## config.mk

```make
export PLATFORM = sky130hd
export DESIGN_NAME = gnss_binary_frame_parser_top
export DESIGN_NICKNAME = d
export VERILOG_FILES = /design/src/hw/rtl/gbfp_pkg.sv /design/src/hw/rtl/gnss_binary_frame_parser_top.sv /design/src/hw/rtl/gbfp_in_reg.sv /design/src/hw/rtl/gbfp_core.sv
export SDC_FILE = /design/constraint.sdc
export NUM_CORES = 1
export LEC_CHECK = 0
export BUFFER_PORTS_ARGS = -buffer_cell sky130_fd_sc_hd__buf_2
export CAP_MARGIN = 20
export CORE_MARGIN = 2
export CORE_UTILIZATION = 25
export CTS_CLUSTER_SIZE = 8
export DETAILED_ROUTE_END_ITERATION = 8
export HOLD_SLACK_MARGIN = 0.08
export PLACE_DENSITY = 0.48
export RECOVER_POWER = 25
export SETUP_SLACK_MARGIN = 0.02
export SLEW_MARGIN = 25
export SYNTH_ARGS = -nofsm -noshare
export SYNTH_HDL_FRONTEND = slang
export SYNTH_HIERARCHICAL = 1
export SYNTH_SLANG_ARGS = --single-unit
```

## constraint.sdc

```tcl
create_clock -name clk -period 6 [get_ports clk]
set_input_delay 1.2 -clock clk [delete_from_list [all_inputs] [get_ports clk]]
set_output_delay 1.2 -clock clk [all_outputs]
set_load 0.02 [all_outputs]
```

## src/hw/rtl/gbfp_pkg.sv

```systemverilog
`timescale 1ns / 1ps
// ----------------------------------------------------------------------------
// gbfp_pkg
// Shared types, byte codes and the crc-16-ccitt byte update for the parser.
// ----------------------------------------------------------------------------
package gbfp_pkg;

  localparam logic [7:0]  SYNC1_CHAR  = 8'h24;  // '$'
  localparam logic [7:0]  SYNC2_CHAR  = 8'h40;  // '@'
  localparam logic [7:0]  ACK_CHAR    = 8'h52;  // 'R'
  localparam logic [15:0] HEADER_LEN  = 16'd8;
  localparam logic [15:0] CRC_POLY    = 16'h1021;

  typedef enum logic [2:0] {
    KIND_PAYLOAD = 3'd0,
    KIND_GOOD    = 3'd1,
    KIND_CRC_ERR = 3'd2,
    KIND_BAD_LEN = 3'd3,
    KIND_OVERRUN = 3'd4,
    KIND_ACK     = 3'd5
  } kind_t;

  typedef enum logic [8:0] {
    PH_SYNC1  = 9'b000000001,
    PH_SYNC2  = 9'b000000010,
    PH_CRC_LO = 9'b000000100,
    PH_CRC_HI = 9'b000001000,
    PH_ID_LO  = 9'b000010000,
    PH_ID_HI  = 9'b000100000,
    PH_LEN_LO = 9'b001000000,
    PH_LEN_HI = 9'b010000000,
    PH_DATA   = 9'b100000000
  } phase_t;

  // one result beat from the parser core
  typedef struct packed {
    logic        valid;
    kind_t       kind;
    logic [7:0]  data;
    logic [7:0]  index;
    logic [15:0] block_id;
    logic [15:0] block_length;
    logic [15:0] err_count;
    logic        last;
  } result_t;

  // msb-first crc-16-ccitt over one byte
  function automatic logic [15:0] crc_byte(input logic [15:0] crc, input logic [7:0] b);
    logic [15:0] c;
    c = crc ^ {b, 8'h00};
    for (int i = 0; i < 8; i++) begin
      if (c[15]) begin
        c = {c[14:0], 1'b0} ^ CRC_POLY;
      end else begin
        c = {c[14:0], 1'b0};
      end
    end
    return c;
  endfunction

endpackage

```

## src/hw/rtl/gnss_binary_frame_parser_top.sv

```systemverilog
`timescale 1ns / 1ps
// ----------------------------------------------------------------------------
// gnss_binary_frame_parser_top
// Byte stream framer: sync hunt, command ack, header capture, length check, payload stream, crc check.
//
//   channel  dir  beat contents
//   s_*      in   tdata[7:0] rx_byte
//   m_*      out  tdata payload bytes/index/id/length/error count, tuser kind,
//                 tlast frame end
//
// One byte is taken every cycle while the result side does not stall; a result
// beat leaves after its byte passes the input register, then the result register.
// The per-byte crc update and phase step are combinational between them.
// Reset (rst, synchronous) clears the phase, header fields and error count.
// With m_tready low the result register holds and one more byte is buffered.
// ----------------------------------------------------------------------------
module gnss_binary_frame_parser_top #(
  parameter int MAX_PAYLOAD_BYTES = 256
) (
  input  logic        clk,
  input  logic        rst,
  input  logic        s_tvalid,
  output logic        s_tready,
  input  logic [7:0]  s_tdata,   // [7:0] rx_byte
  output logic        m_tvalid,
  input  logic        m_tready,
  output logic [63:0] m_tdata,   // [7:0] payload_byte, [15:8] payload_index,
                                 // [31:16] block_id, [47:32] block_length,
                                 // [63:48] crc_error_count
  output logic [2:0]  m_tuser,   // [2:0] event_kind
  output logic        m_tlast    // frame_last
);
  import gbfp_pkg::*;

  logic    advance;
  logic    byte_valid;
  logic [7:0] byte_data;
  result_t res;
  result_t out_reg;
  logic    out_valid;

  assign advance = !out_valid || m_tready;

  gbfp_in_reg u_in (
    .clk       (clk),
    .rst       (rst),
    .s_tvalid  (s_tvalid),
    .s_tready  (s_tready),
    .s_tdata   (s_tdata),
    .advance   (advance),
    .byte_valid(byte_valid),
    .byte_data (byte_data)
  );

  gbfp_core #(
    .MAX_PAYLOAD_BYTES(MAX_PAYLOAD_BYTES)
  ) u_core (
    .clk    (clk),
    .rst    (rst),
    .step   (byte_valid && advance),
    .rx_byte(byte_data),
    .res    (res)
  );

  always_ff @(posedge clk) begin
    if (rst) begin
      out_valid <= 1'b0;
    end else if (advance) begin
      out_valid <= byte_valid && res.valid;
    end
  end

  always_ff @(posedge clk) begin
    if (advance && byte_valid && res.valid) begin
      out_reg <= res;
    end
  end

  assign m_tvalid = out_valid;
  assign m_tdata  = {out_reg.err_count, out_reg.block_length, out_reg.block_id,
                     out_reg.index, out_reg.data};
  assign m_tuser  = out_reg.kind;
  assign m_tlast  = out_reg.last;

  a_payload_not_last: assert property (@(posedge clk) disable iff (rst)
    m_tvalid && m_tuser == KIND_PAYLOAD |-> !m_tlast)
    else $error("payload beat marked as frame end");

  a_ack_no_block: assert property (@(posedge clk) disable iff (rst)
    m_tvalid && m_tuser == KIND_ACK |-> m_tdata[47:0] == 48'd0 && !m_tlast)
    else $error("command ack carries block fields");

  a_kind_range: assert property (@(posedge clk) disable iff (rst)
    m_tvalid |-> m_tuser <= KIND_ACK)
    else $error("result kind out of range");

endmodule

```

## src/hw/rtl/gbfp_in_reg.sv

```systemverilog
`timescale 1ns / 1ps
// ----------------------------------------------------------------------------
// gbfp_in_reg
// Input register for received bytes; holds one beat while the result side stalls.
// ----------------------------------------------------------------------------
module gbfp_in_reg (
  input  logic       clk,
  input  logic       rst,
  input  logic       s_tvalid,
  output logic       s_tready,
  input  logic [7:0] s_tdata,
  input  logic       advance,
  output logic       byte_valid,
  output logic [7:0] byte_data
);

  logic       full;
  logic       full_next;
  logic [7:0] data;
  logic       take;

  assign s_tready = !full || advance;
  assign take     = s_tvalid && s_tready;

  always_comb begin
    full_next = full;
    if (take) begin
      full_next = 1'b1;
    end else if (advance) begin
      full_next = 1'b0;
    end
  end

  always_ff @(posedge clk) begin
    if (rst) begin
      full <= 1'b0;
    end else begin
      full <= full_next;
    end
  end

  always_ff @(posedge clk) begin
    if (take) begin
      data <= s_tdata;
    end
  end

  assign byte_valid = full;
  assign byte_data  = data;

endmodule

```

## src/hw/rtl/gbfp_core.sv

```systemverilog
`timescale 1ns / 1ps
// ----------------------------------------------------------------------------
// gbfp_core
// Frame state machine, header capture, running crc and payload counting.
// ----------------------------------------------------------------------------
module gbfp_core #(
  parameter int MAX_PAYLOAD_BYTES = 256
) (
  input  logic              clk,
  input  logic              rst,
  input  logic              step,
  input  logic [7:0]        rx_byte,
  output gbfp_pkg::result_t res
);
  import gbfp_pkg::*;

  localparam int CW = $clog2(MAX_PAYLOAD_BYTES + 1);
  localparam logic [CW-1:0] CNT_MAX = CW'(MAX_PAYLOAD_BYTES);

  phase_t        phase, phase_next;
  logic [15:0]   rx_crc, rx_crc_next;
  logic [15:0]   id_reg, id_reg_next;
  logic [15:0]   len_reg, len_reg_next;
  logic [CW-1:0] count, count_next;
  logic [15:0]   crc, crc_next;
  logic [15:0]   fail_total, fail_total_next;

  logic [15:0]   crc_upd;
  logic [15:0]   count_ext;
  logic [15:0]   count_inc;
  logic [15:0]   len_m8;

  assign crc_upd   = crc_byte(crc, rx_byte);
  assign count_ext = 16'(count);
  assign count_inc = count_ext + 16'd1;
  assign len_m8    = len_reg - HEADER_LEN;

  always_comb begin
    phase_next      = phase;
    rx_crc_next     = rx_crc;
    id_reg_next     = id_reg;
    len_reg_next    = len_reg;
    count_next      = count;
    crc_next        = crc;
    fail_total_next = fail_total;
    res             = '0;
    res.kind        = KIND_PAYLOAD;

    unique case (phase)
      PH_SYNC2: begin
        if (rx_byte == SYNC2_CHAR) begin
          phase_next = PH_CRC_LO;
          crc_next   = 16'h0000;
        end else begin
          phase_next = PH_SYNC1;
          if (rx_byte == ACK_CHAR) begin
            res.valid = 1'b1;
            res.kind  = KIND_ACK;
          end
        end
      end
      PH_CRC_LO: begin
        rx_crc_next = {8'h00, rx_byte};
        phase_next  = PH_CRC_HI;
      end
      PH_CRC_HI: begin
        rx_crc_next = {rx_byte, rx_crc[7:0]};
        phase_next  = PH_ID_LO;
      end
      PH_ID_LO: begin
        id_reg_next = {8'h00, rx_byte};
        crc_next    = crc_upd;
        phase_next  = PH_ID_HI;
      end
      PH_ID_HI: begin
        id_reg_next = {rx_byte, id_reg[7:0]};
        crc_next    = crc_upd;
        phase_next  = PH_LEN_LO;
      end
      PH_LEN_LO: begin
        len_reg_next = {8'h00, rx_byte};
        crc_next     = crc_upd;
        phase_next   = PH_LEN_HI;
      end
      PH_LEN_HI: begin
        len_reg_next = {rx_byte, len_reg[7:0]};
        crc_next     = crc_upd;
        count_next   = '0;
        if (len_reg_next[1:0] != 2'b00 || len_reg_next <= HEADER_LEN) begin
          phase_next       = PH_SYNC1;
          res.valid        = 1'b1;
          res.kind         = KIND_BAD_LEN;
          res.block_id     = id_reg_next;
          res.block_length = len_reg_next;
          res.last         = 1'b1;
        end else begin
          phase_next = PH_DATA;
        end
      end
      PH_DATA: begin
        res.valid        = 1'b1;
        res.block_id     = id_reg;
        res.block_length = len_reg;
        if (count >= CNT_MAX) begin
          phase_next = PH_SYNC1;
          res.kind   = KIND_OVERRUN;
          res.last   = 1'b1;
        end else begin
          crc_next   = crc_upd;
          count_next = count + CW'(1);
          res.data   = rx_byte;
          res.index  = count_ext[7:0];
          if (count_inc >= len_m8) begin
            phase_next = PH_SYNC1;
            res.last   = 1'b1;
            if (crc_upd == rx_crc) begin
              res.kind = KIND_GOOD;
            end else begin
              res.kind        = KIND_CRC_ERR;
              fail_total_next = fail_total + 16'd1;
            end
          end
        end
      end
      default: begin
        if (rx_byte == SYNC1_CHAR) begin
          phase_next = PH_SYNC2;
          count_next = '0;
        end else begin
          phase_next = PH_SYNC1;
        end
      end
    endcase
    res.err_count = fail_total_next;
  end

  always_ff @(posedge clk) begin
    if (rst) begin
      phase      <= PH_SYNC1;
      rx_crc     <= '0;
      id_reg     <= '0;
      len_reg    <= '0;
      count      <= '0;
      crc        <= '0;
      fail_total <= '0;
    end else if (step) begin
      phase      <= phase_next;
      rx_crc     <= rx_crc_next;
      id_reg     <= id_reg_next;
      len_reg    <= len_reg_next;
      count      <= count_next;
      crc        <= crc_next;
      fail_total <= fail_total_next;
    end
  end

  // error total moves only by one, and only on a crc failure
  a_fail_step: assert property (@(posedge clk) disable iff (rst)
    fail_total != $past(fail_total) |-> fail_total == $past(fail_total) + 16'd1)
    else $error("crc failure total jumped");

  a_fail_on_err: assert property (@(posedge clk) disable iff (rst)
    step && res.valid && res.kind == KIND_CRC_ERR |=> fail_total == $past(fail_total) + 16'd1)
    else $error("crc error not counted");

  a_count_bound: assert property (@(posedge clk) disable iff (rst)
    count <= CNT_MAX)
    else $error("payload count beyond buffer size");

  a_data_meta: assert property (@(posedge clk) disable iff (rst)
    step && phase == PH_DATA |=> phase == PH_DATA || phase == PH_SYNC1)
    else $error("data phase left to an unexpected phase");

endmodule
```

==> results of run 1 <==
-- area by class of cell --
class | instances | area (um2) | area share, %
sequential | 176 | 4284 | 43.02
multi-input combinational | 617 | 4069 | 40.85
tap | 455 | 569.3 | 5.716
clock buffer | 20 | 457.9 | 4.598
timing repair buffer | 90 | 402.9 | 4.045
clock inverter | 12 | 113.9 | 1.143
inverter | 16 | 60.06 | 0.6030
antenna | 1 | 2.502 | 0.02513
-- synth_stat cells (24+ instances only) --
cell type	n
o21ai_0	25
and3_1	27
a21oi_1	53
clkbuf_1	46
nand3_1	24
edfxtp_1	76
nor2b_1	39
xor2_1	40
xnor2_1	25
nor2_1	102
nand2_1	45
a22oi_1	28
dfxtp_1	100
-- where the power goes --
part / internal, W / switching [W] / total, W
Sequential: 0.00125 / 0.0000220 / 0.00127
Clock: 0.000572 / 0.000521 / 0.00109
Combinational: 0.0000354 / 0.0000553 / 0.0000907
Total: 0.00186 / 0.000598 / 0.00245
-- logic make-up (layout without fill, tap and decap cells) --
logic type                 count (synthesis)  count (layout)
and+or+nand+nor                          327             327
DFF                                      176             176
AOI/OAI and AO/OA                        170             170
buffers and inverters                     73             138
xor gates and xnor gates                  70              70
muxes                                     36              36
adders and majority gates                 14              14
other                                      0               1
-- routing by layer --
layer | GRT usage [%] | share of wire [%] | wire length [um] | vias to the layer above
met5 | 0 | 0.057 | 13 | -
met4 | 4.264 | 1.4 | 326 | 2
met3 | 2.564 | 3.9 | 896 | 21
met2 | 20.73 | 47 | 10770 | 138
met1 | 17.27 | 47 | 10810 | 3149
li1 | - | - | - | 3212
-- stage by stage --
stage	setup WS, ns	utilization (%)	total power [W]	std cells	hold WS, ns
2_1_floorplan	2.493	-	0.001359	866	0.4428
3_3_place_gp	1.665	27.57	0.001389	1354	0.4574
3_5_place_dp	1.630	27.57	0.001389	1354	0.4667
4_1_cts	1.620	29.23	0.002497	1386	0.4762
5_1_grt	1.256	28.97	0.002560	1386	0.5014
6_report	1.622	28.98	0.002454	1387	0.4750
-- path summary, 6_finish.rpt --
path	startpoint	end	slack, ns	depth (start not counted)
hold / removal	u_core/len_reg[2]	u_core/len_reg[2]	0.48	2
setup / recovery	u_core/phase[3]	m_tdata[32]	1.62	9
setup reg to reg	u_core/phase[3]	m_tdata[32]	1.62	9
hold reg to reg	u_core/len_reg[2]	u_core/len_reg[2]	0.48	2
-- critical path: stages, from the launching register on --
cell and delay [ns]:
dfxtp_1 0.55, or4_1 0.72, nor4_1 0.78, nor2b_1 0.22, buf_4 0.22, nor2_2 0.09
nand2_1 0.24, nand2_2 0.10, nor2b_4 0.65, buf_4 0.44
==> impl_metrics.json, run 1 <==
{
  "via_per_inst": 4.702,
  "drt_iter0_markers": 571,
  "final_area_um2": 9960,
  "grt_antenna_before_repair": 2,
  "synth_mux_area_share_pct": 4.404,
  "end_kind": "flip-flop",
  "wirelength_um": 22810,
  "cts_setup_buffers": 0,
  "rsz0062_at_grt": "no",
  "synth_top_family_by_area": "simple AND/OR/NAND/NOR gates",
  "synth_xor_area_share_pct": 7.653,
  "grt_pass1_wl_um": 36310,
  "yosysWarnings": 6,
  "numCtsBuffers": 17,
  "fin_worst_skew_ns": 0.02402,
  "tns_ns": 0,
  "dieHeight_um": 190.2,
  "clkSlewWorstSetupHoldPaths_ns": 0.07,
  "drc_errors": 0,
  "syn2layout_area_growth_pct": 14.95,
  "htreeDepth": 4,
  "synth_seq_area_share_pct": 49.44,
  "clock-sinks": 176,
  "ys.flop_type": "dfxtp_1",
  "setup_viol": 0,
  "grt_usage_pct": 12.88,
  "violations": "capacitance limit, slew limit",
  "drive_gt1_share_pct": 10.85,
  "ys_ff_latch": 176,
  "port_buffers": 81,
  "synth_compound_area_share_pct": 13.18,
  "period_needed_ns": 4.378,
  "grt_overflow_total": 0,
  "die_x_um": 190.2,
  "p_per_area_nw_per_um2": 246.4,
  "maxSlewViolCount": 71,
  "cts_tree": "yes",
  "yosys.area.top_type": "edfxtp_1",
  "synth_nets": 892,
  "synthCells": 866,
  "n_fill_cell": 3641,
  "outcome": "finished with violations",
  "arrival_ns": 4.49,
  "place_area_um2": 9475,
  "maxSlewHeadroom_pct": -119.2,
  "netlist_top_cells_area": "edfxtp_1, dfxtp_1, nor2_1",
  "dieArea_um2": 36160,
  "synth_top_area_share_pct": 26.34,
  "nets": 944,
  "synthArstFlopShare_pct": 0,
  "final_common_cell": "nor2_1",
  "cts_resized": 0,
  "cts.path.max_buffers": 2,
  "critPathRequiredTime_ns": 6.11,
  "period_share_pct": 72.96,
  "ioPinCount": 82,
  "min_path_type": "reg2reg",
  "worstMarginPinSlew_ns": 3.287,
  "peakVddDrop_uv": 144.5,
  "clock-root-buffer": "clkbuf_16",
  "p_leak_nw": 3.510,
  "drt_first_pass_iters": 4,
  "hpwl_um": 15290,
  "syn_avg_cell_area_um2": 10.01,
  "cp-start-kind": "flip-flop",
  "rows": 68,
  "path_class": "reg2reg",
  "synthAdderAreaFrac_pct": 2.022,
  "syn-cell-area_um2": 8665,
  "drt-wirelength-per-cell_um": 16.45,
  "vias": 6522,
  "ant_nets": 0,
  "crit_path_max_fanout": 27,
  "maxCapViolCount": 1,
  "cts_hold_buffers": 0,
  "finalWeightedCongestion": 0.7600,
  "largest_reg_flops": 64,
  "core_um2": 34370,
  "clkLatencyLatePin_ns": 0.45,
  "grt_pass1_vias": 6268,
  "finalHoldViolations": 0,
  "synth_edf_count": 76,
  "fmax_ghz": 0.2284,
  "start_util_pct": 25.21,
  "synth_cell_types": 70,
  "grt_max_degree": 71,
  "final_cell_mix": "nor2_1, dfxtp_1, edfxtp_1, clkbuf_1, a21oi_1",
  "synth-simple-area-share_pct": 19.87
}
Note: power is estimated with default switching activity, not from simulation.
==> inputs of run 2 (changes only) <==
--- a/config.mk
+++ b/config.mk
@@ -12,7 +12,7 @@
 export CTS_CLUSTER_SIZE = 8
 export DETAILED_ROUTE_END_ITERATION = 8
 export HOLD_SLACK_MARGIN = 0.08
-export PLACE_DENSITY = 0.48
+export PLACE_DENSITY = 0.5
 export RECOVER_POWER = 25
 export SETUP_SLACK_MARGIN = 0.02
 export SLEW_MARGIN = 25
==> constraint.sdc (replaced) <==
create_clock -name clk -period 4 [get_ports clk]
set_input_delay 0.8 -clock clk [delete_from_list [all_inputs] [get_ports clk]]
set_output_delay 0.8 -clock clk [all_outputs]
set_load 0.02 [all_outputs]
==> impl_metrics.json, run 2 (synthesized netlist as in run 1, its figures left out) <==
{
  "hpwl_um": 15530,
  "wirelength_um": 22570,
  "period_share_pct": 92.82,
  "nets": 973,
  "drc_errors": 0,
  "path_cells": "ha_1 > and3_1 > and3_1 > nand3_1 > xnor2_1 > ha_1 > nand4_1 > o21ai_1 > nand3_2 > a2111oi_1 > mux2_2",
  "cts_tree": "yes",
  "end_kind": "flip-flop",
  "finalHoldViolations": 0,
  "clock-sinks": 176,
  "clkSlewWorstSetupHoldPaths_ns": 0.07,
  "cts_hold_buffers": 0,
  "path_delay_family": "simple AND/OR/NAND/NOR gates",
  "worstMarginPinSlew_ns": 2.046,
  "grt_max_degree": 98,
  "violations": "capacitance limit, slew limit",
  "fin_worst_skew_ns": 0.01291,
  "peakVddDrop_uv": 208.4,
  "syn2layout_area_growth_pct": 17.23,
  "arrival_ns": 4.04,
  "dieArea_um2": 36160,
  "hold_path.startpoint": "u_core/len_reg[2]",
  "period_needed_ns": 3.713,
  "holdPathEnd": "u_core/len_reg[2]",
  "htreeDepth": 4,
  "grt_pass1_vias": 6221,
  "tns_ns": 0,
  "vias": 6561,
  "drive_gt1_share_pct": 12.81,
  "hold_path_depth": 2,
  "rows": 68,
  "n_fill_cell": 3671,
  "maxCapViolCount": 1,
  "timing.final.ws_setup_ns": 0.2871,
  "grt_pass1_wl_um": 35200,
  "start_util_pct": 25.21,
  "finalWeightedCongestion": 0.7952,
  "r2r_start": "u_core/count[0]",
  "clock-root-buffer": "clkbuf_16",
  "dpl_worst_slack_ns": 0.2453,
  "worst-path-buf-inv": 0,
  "reg2reg_depth": 11,
  "grt_usage_pct": 12.51,
  "maxSlewViolCount": 98,
  "critPathRequiredTime_ns": 4.33,
  "rsz0062_at_grt": "yes",
  "drt-wirelength-per-cell_um": 15.95,
  "fmax_ghz": 0.2693,
  "ioPinCount": 82,
  "port_buffers": 81,
  "diodes": 0,
  "via_per_inst": 4.637,
  "cts.path.max_buffers": 2,
  "cp_slowest_stage_delay_ns": 0.63,
  "largest_reg_flops": 64,
  "min_path_type": "reg2reg",
  "p_leak_nw": 3.628,
  "p_per_area_nw_per_um2": 353.6,
  "crit_path_max_fanout": 17,
  "grt_overflow_total": 0,
  "ant_nets": 0,
  "core_um2": 34370,
  "setup_viol": 0,
  "drt_iter0_markers": 362,
  "drt_first_pass_iters": 5,
  "r2r_setup_slack_ns": 0.29,
  "die_x_um": 190.2,
  "path_class": "reg2reg",
  "dieHeight_um": 190.2,
  "critPathSlowestCell": "a2111oi_1",
  "numCtsBuffers": 17,
  "final_common_cell": "nor2_1",
  "final_cell_mix": "nor2_1, dfxtp_1, edfxtp_1, clkbuf_1, a21oi_1",
  "grt_antenna_before_repair": 0,
  "cp-start-kind": "flip-flop",
  "r2r_end": "u_core/fail_total[7]",
  "outcome": "finished with violations",
  "maxSlewHeadroom_pct": -36.41,
  "clkLatencyLatePin_ns": 0.44
}
==> run 2: worst register-to-register path, delay by kind of cell, from the launching register on <==
family | cells | cell delay, ns
compound gates | 2 | 0.99
xor+xnor | 1 | 0.16
fa+ha+maj | 2 | 0.54
flops | 1 | 0.37
mux | 1 | 0.39
simple gates | 5 | 1.16
==> run 2: worst max path at each step <==
stage                               start  depth (start not counted)                    to  slack (ns)
after floorplan           u_core/phase[2]                          8            m_tdata[0]        0.49
after global placement    u_core/count[0]                         11  u_core/fail_total[7]        0.39
after detailed placement  u_core/count[0]                         11  u_core/fail_total[7]        0.25
after CTS                 u_core/count[0]                         11  u_core/fail_total[7]        0.23
after global routing      u_core/count[1]                         11  u_core/fail_total[4]        0.01
final                     u_core/count[0]                         11  u_core/fail_total[7]        0.29
==> run 2: final cells by class <==
class                           count  area, um2  area share, %
Inverter                           16      60.06         0.5913
Sequential cell                   176       4284          42.18
Clock buffer                       18      429.2          4.225
Clock inverter                     14      108.9          1.072
Timing Repair Buffer              119      635.6          6.258
Tap cell                          455      569.3          5.605
Multi-Input combinational cell    617       4070          40.07
==> run 2: where the power goes <==
| group | internal [W] | switching (W) |
|---|---|---|
| sequential | 0.00187 | 0.0000196 |
| clock | 0.000801 | 0.000740 |
| combinational | 0.0000583 | 0.0000986 |
==> run 2: timing repair <==
action,in CTS,in global routing
resized for setup,0,1
endpoints found under the setup margin,0,1
setup buffers,0,0
==> run 2: per-layer routing <==
| layer | vias to the layer above | track usage, % | share of wire [%] |
|---|---|---|---|
| met4 | 0 | 3.727 | 1.2 |
| li1 | 3276 | - | - |
| met5 | - | 0 | 0 |
| met2 | 114 | 21.21 | 49 |
| met1 | 3154 | 16.11 | 47 |
| met3 | 17 | 2.417 | 3.5 |
==> run 2: per-stage QoR <==
step / hold slack [ns] / power, W / std cells / cell area, um2 / utilization (%)
2_1_floorplan: 0.4428 / 0.002038 / 866 / 8665 / -
3_3_place_gp: 0.4556 / 0.002092 / 1383 / 9718 / 28.27
3_5_place_dp: 0.4656 / 0.002093 / 1383 / 9718 / 28.27
4_1_cts: 0.4739 / 0.003650 / 1415 / 10260 / 29.84
5_1_grt: 0.5026 / 0.003731 / 1415 / 10160 / 29.55
6_report: 0.4726 / 0.003592 / 1415 / 10160 / 29.55
==> inputs of run 3 (changes only) <==
--- a/config.mk
+++ b/config.mk
@@ -5,14 +5,13 @@
 export SDC_FILE = /design/constraint.sdc
 export NUM_CORES = 1
 export LEC_CHECK = 0
-export BUFFER_PORTS_ARGS = -buffer_cell sky130_fd_sc_hd__buf_2
-export CAP_MARGIN = 20
 export CORE_MARGIN = 2
 export CORE_UTILIZATION = 25
 export CTS_CLUSTER_SIZE = 8
 export DETAILED_ROUTE_END_ITERATION = 8
+export DONT_BUFFER_PORTS = 1
 export HOLD_SLACK_MARGIN = 0.08
-export PLACE_DENSITY = 0.5
+export PLACE_DENSITY = 0.48
 export RECOVER_POWER = 25
 export SETUP_SLACK_MARGIN = 0.02
 export SLEW_MARGIN = 25
==> constraint.sdc (replaced) <==
create_clock -name clk -period 4 [get_ports clk]
set_input_delay 0.8 -clock clk [delete_from_list [all_inputs] [get_ports clk]]
set_output_delay 0.8 -clock clk [all_outputs]
set_load 0.01 [all_outputs]
==> impl_metrics.json, run 3 (synthesized netlist as in run 1, its figures left out) <==
{
  "wirelength_um": 22300,
  "clkLatencyLatePin_ns": 0.44,
  "rsz0062_at_grt": "no",
  "seq_power_share_pct": 49.3,
  "core_um2": 34370,
  "drt_first_pass_iters": 5,
  "cts_tree": "yes",
  "tns_ns": 0,
  "path_class": "reg2reg",
  "maxSlewViolCount": 0,
  "crit_path_max_fanout": 19,
  "grt_antenna_before_repair": 3,
  "maxSlewHeadroom_pct": 37.34,
  "peakVddDrop_uv": 278.9,
  "dieArea_um2": 36160,
  "ant_nets": 0,
  "outcome": "complete, no violations",
  "finalWeightedCongestion": 0.7729,
  "worstMarginPinSlew_ns": 0.9327,
  "period_share_pct": 90.14,
  "grt_pass1_vias": 6058,
  "drt_iter0_markers": 428,
  "finalHoldViolations": 0,
  "fin_worst_skew_ns": 0.01825,
  "setup_viol": 0,
  "drc_errors": 0,
  "vias": 6235,
  "drt-wirelength-per-cell_um": 16.83,
  "drive_gt1_share_pct": 10.82,
  "intPower_w": 0.002985,
  "hpwl_um": 14880,
  "comb_power_share_pct": 3.7,
  "critPathSlowestCell": "a2111oi_0",
  "hold-worst-slack_ns": 0.4326,
  "cts_hold_buffers": 0,
  "arrival_ns": 3.93,
  "grt_overflow_total": 0,
  "switching_power_w": 0.0008409,
  "port_buffers": 0,
  "nets": 882,
  "critPathRequiredTime_ns": 4.32,
  "grt_pass1_wl_um": 35200,
  "die_x_um": 190.2,
  "path_cells": "ha_1 > and3_1 > and3_1 > nand3_1 > xnor2_1 > ha_1 > nand4_1 > o21ai_1 > nand3_4 > a2111oi_0 > mux2_2",
  "clkPwrFrac_pct": 47.0,
  "grt_max_degree": 115,
  "rows": 68,
  "period_needed_ns": 3.606,
  "cp-start-kind": "flip-flop",
  "start_util_pct": 25.21,
  "fmax_ghz": 0.2773,
  "end_kind": "flip-flop",
  "final_cell_mix": "nor2_1, dfxtp_1, edfxtp_1, a21oi_1, nand2_1",
  "clkSlewWorstSetupHoldPaths_ns": 0.07,
  "path_delay_family": "simple AND/OR/NAND/NOR gates",
  "min_path_type": "in2reg",
  "clock-sinks": 176,
  "cts.path.max_buffers": 2,
  "via_per_inst": 4.706,
  "clock-root-buffer": "clkbuf_16",
  "swShare_pct": 21.98,
  "dieHeight_um": 190.2,
  "largest_reg_flops": 64,
  "p_leak_nw": 3.490,
  "numCtsBuffers": 17,
  "worst-path-buf-inv": 0,
  "maxCapViolCount": 0,
  "cp_slowest_stage_delay_ns": 0.58,
  "final_common_cell": "nor2_1",
  "cts_setup_buffers": 0,
  "ioPinCount": 82,
  "p_per_area_nw_per_um2": 388.1,
  "cts_resized": 0,
  "htreeDepth": 4,
  "syn2layout_area_growth_pct": 13.76,
  "grt_usage_pct": 12.59
}
[run 3: worst register-to-register path: stages (launching register included)]
cell	delay, ns
dfxtp_1	0.38
ha_1	0.24
and3_1	0.25
and3_1	0.25
nand3_1	0.12
xnor2_1	0.17
ha_1	0.31
nand4_1	0.09
o21ai_1	0.40
nand3_4	0.32
a2111oi_0	0.59
mux2_2	0.39
[run 3: final cells by class]
cell class / count / area (um2)
Fill cell: 3621 / 24520
Tap cell: 455 / 569.3
Inverter: 16 / 60.06
Antenna cell: 1 / 2.502
Timing Repair Buffer: 28 / 235.2
Multi-Input combinational cell: 617 / 4076
Clock inverter: 14 / 200.2
Clock buffer: 18 / 429.2
Sequential cell: 176 / 4284
[run 3: layer usage]
layer | global-route usage, % | up-vias | wire [um]
li1 | - | 3088 | -
met1 | 16.28 | 3001 | 10410
met2 | 20.38 | 114 | 10500
met3 | 3.025 | 28 | 921
met4 | 4.651 | 4 | 437
met5 | 0 | - | 33
[run 3: power groups by stage]
stage / Combinational (W) / Sequential [W] / Clock [W]
final: 0.000141 / 0.00189 / 0.00180
after global routing: 0.000155 / 0.00189 / 0.00194
after CTS: 0.000143 / 0.00189 / 0.00186
after detailed placement: 0.000142 / 0.00193 / 0
after global placement: 0.000141 / 0.00193 / 0
after floorplan: 0.000116 / 0.00192 / 0
[run 3: path summary, 6_finish.rpt]
| kind | cells after the start | slack [ns] | endpoint | startpoint |
|---|---|---|---|---|
| hold / removal | 1 | 0.43 | u_in/byte_valid | rst |
| setup reg to reg | 11 | 0.39 | u_core/fail_total[4] | u_core/count[0] |
| setup / recovery | 11 | 0.39 | u_core/fail_total[4] | u_core/count[0] |
| hold reg to reg | 2 | 0.48 | u_core/len_reg[2] | u_core/len_reg[2] |
[run 3: metrics by stage]
stage / instance area (um2) / std cells / total power [W] / util [%] / setup slack (ns)
after floorplan: 8665 / 866 / 0.002038 / - / 0.4935
after global placement: 9235 / 1292 / 0.002068 / 26.87 / 0.4023
after detailed placement: 9235 / 1292 / 0.002069 / 26.87 / 0.2562
after CTS: 9864 / 1324 / 0.003889 / 28.70 / 0.2270
after global routing: 9854 / 1324 / 0.003977 / 28.67 / 0.1394
final: 9857 / 1325 / 0.003826 / 28.68 / 0.3944
